$ cat config.mk
export PLATFORM = sky130hd
export DESIGN_NAME = flash_write_command_planner_core
export DESIGN_NICKNAME = d
export VERILOG_FILES = /design/src/rtl/core/fwcp_pkg.sv /design/src/rtl/core/fwcp_dpath.sv /design/src/rtl/core/fwcp_ctrl.sv /design/src/rtl/core/flash_write_command_planner_core.sv
export SDC_FILE = /design/constraint.sdc
export NUM_CORES = 1
export LEC_CHECK = 0
export ABC_CLOCK_PERIOD_IN_PS = 5250
export BUFFER_PORTS_ARGS = -buffer_cell sky130_fd_sc_hd__buf_2
export CORE_UTILIZATION = 50
export DETAILED_ROUTE_END_ITERATION = 8
export GPL_ROUTABILITY_DRIVEN = 0
export PLACE_DENSITY = 0.71
export SLEW_MARGIN = 20
export SYNTH_ARGS = -nofsm -noshare
export SYNTH_HDL_FRONTEND = slang
export SYNTH_SLANG_ARGS = --single-unit
$ cat constraint.sdc
create_clock -name i_clk -period 5.25 [get_ports i_clk]
set_input_delay 0.525 -clock i_clk [delete_from_list [all_inputs] [get_ports i_clk]]
set_output_delay 0.525 -clock i_clk [all_outputs]
set_load 0.01 [all_outputs]
$ cat src/rtl/core/fwcp_pkg.sv
// ----------------------------------------------------------------------------
// fwcp_pkg
// Shared types and constants for the flash write command planner: request
// and command payload structs, flash opcodes and controller/datapath links.
// ----------------------------------------------------------------------------
package fwcp_pkg;

    // flash command bytes
    localparam logic [7:0] OP_ERASE   = 8'h20;
    localparam logic [7:0] OP_PROGRAM = 8'h02;

    // command limit per request and the width of its counter
    localparam int unsigned MAX_RESULTS = 19;
    localparam int unsigned K_W         = 5;

    // write request
    typedef struct packed {
        logic [23:0] start_address;
        logic [12:0] byte_length;
    } t_in_item;

    // one planned flash command
    typedef struct packed {
        logic [7:0]  opcode;
        logic [23:0] flash_address;
        logic [8:0]  program_count;
        logic [11:0] buffer_offset;
        logic        last_command;
    } t_out_item;

    // controller to datapath
    typedef struct packed {
        logic load;
        logic step;
        logic erase;
    } t_cmd;

    // datapath to controller
    typedef struct packed {
        logic len_zero;
        logic sec_last;
        logic cmd_last;
        logic out_free;
    } t_status;

endpackage

$ cat src/rtl/core/fwcp_dpath.sv
// ----------------------------------------------------------------------------
// fwcp_dpath
// Address, length, sector and offset registers of the planner, the page
// split arithmetic and the registered command output.
// ----------------------------------------------------------------------------
module fwcp_dpath import fwcp_pkg::*; #(
    parameter int unsigned SECTOR_BYTES = 4096,
    parameter int unsigned PAGE_BYTES   = 256,
    parameter int unsigned MAX_LEN      = 4096
) (
    input  logic      i_clk,
    input  logic      i_rst_n,
    input  t_in_item  i_in_data,
    input  t_cmd      i_cmd,
    output t_status   o_status,
    output logic      o_out_valid,
    output t_out_item o_out_data,
    input  logic      i_out_stall
);

    localparam int unsigned SEC_LOG = $clog2(SECTOR_BYTES);
    localparam int unsigned PG_LOG  = $clog2(PAGE_BYTES);
    localparam int unsigned LEN_W   = $clog2(MAX_LEN + 1);
    localparam int unsigned SUM_W   = ((SEC_LOG > LEN_W) ? SEC_LOG : LEN_W) + 1;
    localparam int unsigned NS_W    = SUM_W - SEC_LOG + 1;
    localparam int unsigned CMP_W   = ((PG_LOG + 1) > LEN_W) ? (PG_LOG + 1) : LEN_W;

    logic [23:0]      r_addr;
    logic [LEN_W-1:0] r_len;
    logic [23:0]      r_sec_addr;
    logic [NS_W-1:0]  r_sec_left;
    logic [LEN_W-1:0] r_off;
    logic [K_W-1:0]   r_k;
    logic             r_out_valid;
    t_out_item        r_out_data;

    logic             in_len_big;
    logic [LEN_W-1:0] in_len;
    logic [SUM_W-1:0] sec_sum;
    logic [CMP_W-1:0] room;
    logic [CMP_W-1:0] len_ext;
    logic [CMP_W-1:0] n_cnt;
    logic             k_last;
    logic             page_last;
    logic             out_free;
    t_out_item        n_out_data;

    // length saturation and sector span of a new request
    assign in_len_big = {1'b0, i_in_data.byte_length} > 14'(MAX_LEN);
    assign in_len     = in_len_big ? LEN_W'(MAX_LEN) : LEN_W'(i_in_data.byte_length);
    assign sec_sum    = SUM_W'(i_in_data.start_address[SEC_LOG-1:0]) + SUM_W'(in_len)
                        - SUM_W'(1);

    // bytes left in the current page against bytes left in the request
    assign room      = CMP_W'(PAGE_BYTES) - CMP_W'(r_addr[PG_LOG-1:0]);
    assign len_ext   = CMP_W'(r_len);
    assign n_cnt     = (room < len_ext) ? room : len_ext;
    assign k_last    = (r_k == K_W'(MAX_RESULTS - 1));
    assign page_last = (len_ext <= room);

    assign out_free = !r_out_valid || !i_out_stall;

    // status to the controller
    assign o_status.len_zero = (i_in_data.byte_length == 13'd0);
    assign o_status.sec_last = (r_sec_left == NS_W'(1));
    assign o_status.cmd_last = i_cmd.erase ? k_last : (k_last || page_last);
    assign o_status.out_free = out_free;

    // command built from the current registers
    always_comb begin
        if (i_cmd.erase) begin
            n_out_data.opcode        = OP_ERASE;
            n_out_data.flash_address = r_sec_addr;
            n_out_data.program_count = 9'd0;
            n_out_data.buffer_offset = 12'd0;
            n_out_data.last_command  = k_last;
        end else begin
            n_out_data.opcode        = OP_PROGRAM;
            n_out_data.flash_address = r_addr;
            n_out_data.program_count = 9'(n_cnt);
            n_out_data.buffer_offset = 12'(r_off);
            n_out_data.last_command  = k_last || page_last;
        end
    end

    // request progress registers
    always_ff @(posedge i_clk) begin
        if (i_cmd.load) begin
            r_addr     <= i_in_data.start_address;
            r_len      <= in_len;
            r_sec_addr <= i_in_data.start_address & ~24'(SECTOR_BYTES - 1);
            r_sec_left <= NS_W'(sec_sum >> SEC_LOG) + NS_W'(1);
            r_off      <= '0;
            r_k        <= '0;
        end else if (i_cmd.step) begin
            r_k <= r_k + K_W'(1);
            if (i_cmd.erase) begin
                r_sec_addr <= r_sec_addr + 24'(SECTOR_BYTES);
                r_sec_left <= r_sec_left - NS_W'(1);
            end else begin
                r_addr <= r_addr + 24'(n_cnt);
                r_len  <= r_len - LEN_W'(n_cnt);
                r_off  <= r_off + LEN_W'(n_cnt);
            end
        end
    end

    // output register valid
    always_ff @(posedge i_clk) begin
        if (!i_rst_n) begin
            r_out_valid <= 1'b0;
        end else if (i_cmd.step) begin
            r_out_valid <= 1'b1;
        end else if (!i_out_stall) begin
            r_out_valid <= 1'b0;
        end
    end

    // output register payload
    always_ff @(posedge i_clk) begin
        if (i_cmd.step) begin
            r_out_data <= n_out_data;
        end
    end

    assign o_out_valid = r_out_valid;
    assign o_out_data  = r_out_data;

endmodule

$ cat src/rtl/core/fwcp_ctrl.sv
// ----------------------------------------------------------------------------
// fwcp_ctrl
// Sequencer of the planner: takes a request, walks the erase phase and then
// the program phase, one command per free output slot.
// ----------------------------------------------------------------------------
module fwcp_ctrl import fwcp_pkg::*; (
    input  logic    i_clk,
    input  logic    i_rst_n,
    input  logic    i_in_valid,
    output logic    o_in_stall,
    input  t_status i_status,
    output t_cmd    o_cmd
);

    typedef enum logic [1:0] {
        ST_IDLE,
        ST_ERASE,
        ST_PROG
    } t_state;

    t_state r_state;
    t_state n_state;
    logic   accept;
    logic   step;

    assign accept = i_in_valid && (r_state == ST_IDLE);
    assign step   = (r_state != ST_IDLE) && i_status.out_free;

    assign o_in_stall  = (r_state != ST_IDLE);
    assign o_cmd.load  = accept;
    assign o_cmd.step  = step;
    assign o_cmd.erase = (r_state == ST_ERASE);

    // next state
    always_comb begin
        n_state = r_state;
        case (r_state)
            ST_IDLE: begin
                if (accept && !i_status.len_zero) begin
                    n_state = ST_ERASE;
                end
            end
            ST_ERASE: begin
                if (step) begin
                    if (i_status.cmd_last) begin
                        n_state = ST_IDLE;
                    end else if (i_status.sec_last) begin
                        n_state = ST_PROG;
                    end
                end
            end
            ST_PROG: begin
                if (step && i_status.cmd_last) begin
                    n_state = ST_IDLE;
                end
            end
            default: begin
                n_state = ST_IDLE;
            end
        endcase
    end

    // state register
    always_ff @(posedge i_clk) begin
        if (!i_rst_n) begin
            r_state <= ST_IDLE;
        end else begin
            r_state <= n_state;
        end
    end

endmodule

$ cat src/rtl/core/flash_write_command_planner_core.sv
// ----------------------------------------------------------------------------
// flash_write_command_planner_core
// Plans the serial NOR flash commands for one write request: sector erases
// for every sector touched, then page programs split at page boundaries.
// ----------------------------------------------------------------------------
// Usage
//   Input channel (i_in_valid, i_in_data, o_in_stall) carries one write
//   request: start address and byte length. Output channel (o_out_valid,
//   o_out_data, i_out_stall) carries the planned commands in order, the
//   erases first, then the page programs; last_command marks the final one.
//   A request is taken only while the planner is idle; o_in_stall is high
//   from the cycle after a request until its last command is registered.
//   A taken request loads the datapath registers and the sequencer enters
//   the erase phase; the first command is then registered at the output,
//   and further commands follow one per cycle while the output is not
//   stalled. A zero-length request produces nothing. The rate is set by
//   the sequencer, which issues one command per cycle into the single
//   output register while it is free. When the receiver stalls, the
//   registered command holds and the planner pauses. Reset returns the
//   sequencer to idle and empties the output.
// ----------------------------------------------------------------------------
module flash_write_command_planner_core import fwcp_pkg::*; #(
    parameter int unsigned SECTOR_BYTES = 4096,
    parameter int unsigned PAGE_BYTES   = 256,
    parameter int unsigned MAX_LEN      = 4096
) (
    input  logic      i_clk,
    input  logic      i_rst_n,
    input  logic      i_in_valid,
    input  t_in_item  i_in_data,
    output logic      o_in_stall,
    output logic      o_out_valid,
    output t_out_item o_out_data,
    input  logic      i_out_stall
);

    t_cmd    cmd;
    t_status status;

    // sequencer
    fwcp_ctrl u_ctrl (
        .i_clk      (i_clk),
        .i_rst_n    (i_rst_n),
        .i_in_valid (i_in_valid),
        .o_in_stall (o_in_stall),
        .i_status   (status),
        .o_cmd      (cmd)
    );

    // address and length datapath
    fwcp_dpath #(
        .SECTOR_BYTES (SECTOR_BYTES),
        .PAGE_BYTES   (PAGE_BYTES),
        .MAX_LEN      (MAX_LEN)
    ) u_dpath (
        .i_clk       (i_clk),
        .i_rst_n     (i_rst_n),
        .i_in_data   (i_in_data),
        .i_cmd       (cmd),
        .o_status    (status),
        .o_out_valid (o_out_valid),
        .o_out_data  (o_out_data),
        .i_out_stall (i_out_stall)
    );

endmodule

== Yosys cells after proc, flatten, opt, wreduce, memory -nomap -nowiden ==
Cells that the tools add are included.

* $add $sub $neg: 10
* Multipliers: 0
* Div/mod/pow operators: 0
* Order comparisons: 3
* Equal/unequal tests: 10
* Shift operators: 0
* Muxes and demuxes: 24
* Bitwise gates (word level): 1
* Reductions and logical operators: 19

{| class="wikitable"
|+ Operator list
! kind !! number
|-
| $mux 24 || 6
|-
| $mux 13 || 5
|-
| $mux 52 || 1
|-
| $add 24x13->24 || 1
|-
| $add 24x13->24 const B || 1
|-
| $add 12x13->14 || 1
|-
| $sub 14x1->14 const B || 1
|-
| $add 13x13->13 || 1
|-
| $gt 13x13->1 const B || 1
|-
| $le 13x13->1 || 1
|-
| $logic_not 13->1 || 1
|-
| $lt 13x13->1 || 1
|-
| $sub 13x13->13 || 1
|-
| $mux 2 || 5
|-
| $sub 9x8->10 const A || 1
|-
| $mux 3 || 3
|-
| $reduce_and 2->1 || 4
|-
| $ne 2x2->1 const B || 3
|-
| $pmux 2 s3 || 1
|-
| $reduce_bool 2->1 || 3
|-
| $add 5x1->5 const B || 1
|-
| $eq 5x5->1 const B || 1
|-
| $logic_and 1x1->1 || 4
|-
| $ne 2x1->1 const B || 2
|-
| 12 further kinds || 17
|}

* Register bits: 139
* Latch bits: 0
* Bits in writable memories: 0
* ROM bits: 0
* Input port bits: 41
* Output and inout bits: 56
* Memories: 0

== Depth between registers and ports, before layout ==
* Depth in word-level cells: 7
* Mapped depth: 22
* Mapped depth without buffers: 21

== By module ==
From an unflattened synthesis, not the netlist that was laid out.

* Cell total of the unflattened synthesis: 757
* Area, all modules: 7812.5 um^2

{| class="wikitable"
|+ Modules (own cells, without submodules)
! module !! instances !! cells an instance !! area an instance (um^2)
|-
| fwcp_dpath || 1 || 739 || 7668.6
|-
| fwcp_ctrl || 1 || 18 || 143.9
|}

== Worst setup path before layout ==
OpenSTA, ideal clock, no wires.

* Path type: reg2reg
* From: register u_dpath.r_addr[1]
* To: register u_dpath.r_len[12], in the netlist u_dpath.len_ext[12], data pin
* Arrival: 4.273 ns
* Data required time: 4.982 ns
* Path slack: 0.709 ns
* Cell stages (with the launch flop): 21
* Buffers on the path: 0
* Clock period less this slack: 4.541 ns
* Cell sequence: edfxtp_1 > inv_1 > ha_1 > nand2_1 > or3_1 > nor3_1 > ha_1 > and3_1 > and2_1 > o31ai_2 > nand3_1 > nand2_1 > ha_1 > inv_1 > fa_1 > a211oi_2 > o21ai_1 > a2111oi_2 > o21ai_0 > xor2_1 > o21ai_0

* Longest elaborated chain between the ends: 7

{| class="wikitable"
|+ RTL lines
! what !! RTL line !! RTL
|-
| from (decl) || fwcp_dpath.sv:28 || <nowiki>logic [23:0] r_addr;</nowiki>
|-
| from (signal assigned) || fwcp_dpath.sv:89 || <nowiki>r_addr <= i_in_data.start_address;</nowiki>
|-
| from (signal assigned) || fwcp_dpath.sv:101 || <nowiki>r_addr <= r_addr + 24'(n_cnt);</nowiki>
|-
| $sub 9x8->10 || fwcp_dpath.sv:55 || <nowiki>assign room = CMP_W'(PAGE_BYTES) - CMP_W'(r_addr[PG_LOG-1:0]);</nowiki>
|-
| $lt 13x13->1 || fwcp_dpath.sv:57 || <nowiki>assign n_cnt = (room < len_ext) ? room : len_ext;</nowiki>
|-
| $mux 13 || fwcp_dpath.sv:57 ||
|-
| named net u_dpath.n_cnt[0] || fwcp_dpath.sv:42 || <nowiki>logic [CMP_W-1:0] n_cnt;</nowiki>
|-
| $sub 13x13->13 || fwcp_dpath.sv:102 || <nowiki>r_len <= r_len - LEN_W'(n_cnt);</nowiki>
|-
| $mux 13 || fwcp_dpath.sv:97 || <nowiki>if (i_cmd.erase) begin</nowiki>
|-
| $mux 13 || fwcp_dpath.sv:95 || <nowiki>end else if (i_cmd.step) begin</nowiki>
|-
| $mux 13 || fwcp_dpath.sv:88 || <nowiki>if (i_cmd.load) begin</nowiki>
|-
| to (signal assigned) || fwcp_dpath.sv:90 || <nowiki>r_len <= in_len;</nowiki>
|-
| to (signal assigned) || fwcp_dpath.sv:102 ||
|-
| to (decl) || fwcp_dpath.sv:29 || <nowiki>logic [LEN_W-1:0] r_len;</nowiki>
|}

The timed path passes the listed nets, and every way through them passes these cells. The select of a mux whose other input is x is not followed.
A chain may end at the register's enable or synchronous reset.

== Worst setup path after layout ==
* From: register u_dpath.r_addr[0]
* To: register u_dpath.r_addr[11], data pin

* Longest elaborated chain between the ends: 7

{| class="wikitable"
|+ RTL lines
! what !! RTL line
|-
| $sub 9x8->10 * || fwcp_dpath.sv:55
|-
| $lt 13x13->1 || fwcp_dpath.sv:57
|-
| $mux 13 * || fwcp_dpath.sv:57
|-
| named net u_dpath.n_cnt[1] || fwcp_dpath.sv:42
|-
| $add 24x13->24 * || fwcp_dpath.sv:101
|-
| $mux 24 * || fwcp_dpath.sv:97
|-
| $mux 24 * || fwcp_dpath.sv:95
|-
| $mux 24 * || fwcp_dpath.sv:88
|}

Mark *: on every way through the listed nets, which the timed path passes. The rest lies on a longest branch. The select of a mux whose other input is x is not followed.

==> metrics.md <==
| Metric | Value |
|---|---|
| Tmin final | 4980 ps |
| Sequential cell area fraction in the yosys report | 43.7% |
| Area delta synth->final | 16.4% |
| Drc violations | 0 |
| Initial core utilization | roughly half |
| Commonest non-fill, non-tap cell in the layout | nand2_1 |
| Ys Warns | 0 |
| CTS tree | built |
| Worst VDD drop | between 200 and 300 µV |
| Yosys cell types | 63 |
| Fraction of layout cells with a size suffix above 1 | 15.7% |
| Nets | a little over 1000 |
| Fmax achieved | around 200 MHz |
| HP Class | in2reg |
| Root Driver | clkbuf_16 |
| DRT iter0 DRCs | about 450 |
| Final instance area | 0.00906 mm² |
| ANT cells | 0 |
| Grt ovf | 0 |
| Clock H-tree levels | 4 |
| Pwr Total | roughly 5.3 mW |
| Die W | 127 µm |
| Required time worst endpoint | about 5400 ps |
| Routed len/inst | approximately 16 µm |
| Pre-CTS WS | around 260 ps |
| Share of the synthesized area in the top cell type | 38.6% |
| I/O Buffers | 90 |
| Crit path launch type | flop |
| Leakage dissipation | 3.84 nW |
| Vias in the first global route | about 5800 |
| Max_cap viols | 0 |
| Gr usage total | a little under a quarter |
| Placed cells | 1078 |
| Number of antenna violations at the first check in global routing | 0 |
| Vias per cell | about 5.6 |
| Cell area after synthesis | between 0.007 and 0.008 mm² |
| Cell Count, Final, Fillers Out | 1112 |
| CP dominant cell by count | ha_1 |
| Post-Route Utilization | about 60% |
| Final ANT Viol Nets | 0 |
| PnR worst setup slack | 271 ps |
| Pwr Density | roughly 580 mW/mm² |
| Critical Path Sink Type | flop |
| Inserted Clock Buffers | 17 |
| CP Max Fanout | 10 |
| RSZ-0062 raised after global routing | yes |
| 1st-pass router iterations | 5 |
| Ys async rst share | 0% |
| # rows | 45 |
| Fin Setup TNS | 0 ps |
| Number of synthesized flops with an enable pin | 100 |
| Clk buf depth | 2 |
| WP data arrival | ~5000 ps |
| CP max stage delay | approximately 460 ps |
| Post-route clock period utilization | 94.8% |
| Relative slew slack | 37.4% |
| IO Pins | 97 |
| First-pass GRT wire length | about 29000 µm |
| Area leader, netlist | edfxtp_1 |
| Final Routed Wirelength | ~18000 µm |
| Setup-failing EPs final | 0 |
| Worst slew pin tran | approximately 940 ps |
| Worst hold margin | about 400 ps |
| Slew Viols, Final | 0 |
| Placed instance area | about 0.0085 mm² |
| CP max-delay cell | edfxtp_1 |
| Die Span Y | roughly 130 µm |
| CP Cell Sequence | inv_1 > ha_1 > nand2_1 > or3_1 > nor3_1 > ha_1 > and3_1 > and2_1 > o31a_1 > o21ai_1 > nand2_1 > ha_1 > a211oi_1 > o21ai_1 > a41oi_1 > o21ai_0 > xnor2_1 > o21ai_0 |
| Final Hold Vio Count | 0 |
| Synth area leaders | edfxtp_1 39%, ha_1 11%, dfxtp_1 5.1% |
| Syn_area_per_cell | approximately 9.6 µm² |
| Largest net degree at the start of global routing | 62 |
| Worst skew pair latency | between 400 and 500 ps |
| Skew final | 10.0 ps |
| Synth Register Bits | between 100 and 150 |
| CTS hold repair buffers | 0 |
| Cells after Synth | about 810 |
| Top_reg_cell synth | edfxtp_1 |
| Reg clk slew, reported paths | ~50 ps |
| # clock sinks | 120 |
| Run status | finished clean |
| Vias | 6215 |
| Commonest cells after routing, fill and taps aside | 103 x nand2_1, 100 x edfxtp_1, 90 x buf_2, 71 x ha_1, 61 x a21oi_1 |
| WS Path Type | reg2reg |
| Total die area | approximately 0.016 mm² |
| Core Area | ~0.015 mm² |
| DP HPWL | between 10000 and 15000 µm |
| Fillers | about 1300 |
==> cells by family after synthesis <==
group                      count (synthesis)  share of synthesized area [%]
and+or+nand+nor                          269                           16.7
buffers and inverters                     85                           4.43
xor gates and xnor gates                  54                           6.07
AOI/OAI and AO/OA                        199                           16.0
DFF                                      120                           43.7
muxes                                      7                          0.900
other                                      1                         0.0481
adders and majority gates                 74                           12.2
==> per-layer routing <==
metal | GRT usage [%] | part of all wire [%] | wire, µm
met4 | 8.61 | 1.4 | 245
met1 | 33.8 | 50 | 8830
met2 | 35.1 | 44 | 7730
met5 | 0 | 0 | 0
met3 | 3.63 | 5.4 | 958
==> critical path: cells and delay by family, from the launching register on <==
family          cells  cell delay [ps]
buf+inv             1              160
compound gates      7             1860
fa+ha+maj           3              840
xor+xnor            1              160
flops               1              460
simple gates        6             1240
==> final cells by class <==
class                           count  area [µm²]  area share (%)
Sequential cell                   120        3400            37.5
Clock inverter                     10         106            1.17
Timing Repair Buffer              100         526            5.80
Multi-Input combinational cell    615        4130            45.5
Tap cell                          188         235            2.60
Clock buffer                       22         454            5.01
Inverter                           57         214            2.36
==> power breakdown <==
group	total (mW)	switching [mW]	internal, mW
clock	1.11	0.409	0.705
sequential	1.63	0.215	1.42
combinational	2.55	1.48	1.07
==> synth_stat cells (all sizes together) (5+ instances only) <==
| library cell | n |
|---|---|
| nand2 | 105 |
| edfxtp | 100 |
| ha | 71 |
| o21ai | 64 |
| a21oi | 63 |
| inv | 56 |
| nor2 | 50 |
| and2 | 33 |
| xor2 | 28 |
| xnor2 | 26 |
| nand3 | 22 |
| dfxtp | 20 |
| clkbuf | 16 |
| buf | 12 |
| o21a | 12 |
| a211oi | 11 |
| a21o | 11 |
| nor3 | 11 |
| nor2b | 10 |
| nand4 | 9 |
| mux2i | 7 |
| nor4 | 6 |
| o21bai | 5 |
==> path summary, 6_finish.rpt <==
path / startpoint / to / slack [ps] / depth (start not counted)
worst max-delay path: u_dpath.r_addr[0] / u_dpath.r_addr[11] / 270 / 18
worst min-delay path: i_rst_n / u_ctrl.r_state[1] / 400 / 2
worst max register to register: u_dpath.r_addr[0] / u_dpath.r_addr[11] / 270 / 18
worst min register to register: u_dpath.r_off[3] / u_dpath.r_off[3] / 490 / 2
==> registers in the layout, indices dropped and copies added, names as in the netlist <==
signal / count
u_dpath.r_k: 5
u_dpath.o_out_data: 48
u_dpath.r_sec_addr: 12
u_dpath.len_ext: 13
u_dpath.o_out_valid: 1
u_dpath.r_sec_left: 3
u_dpath.r_off: 12
u_ctrl.r_state: 2
u_dpath.r_addr: 24
==> timing repair <==
item | in CTS | in global routing
setup buffers | 0 | 2
gates resized for setup | 0 | 10
endpoints found under the setup margin | 0 | 14
Note: power is estimated with default switching activity, not from simulation.
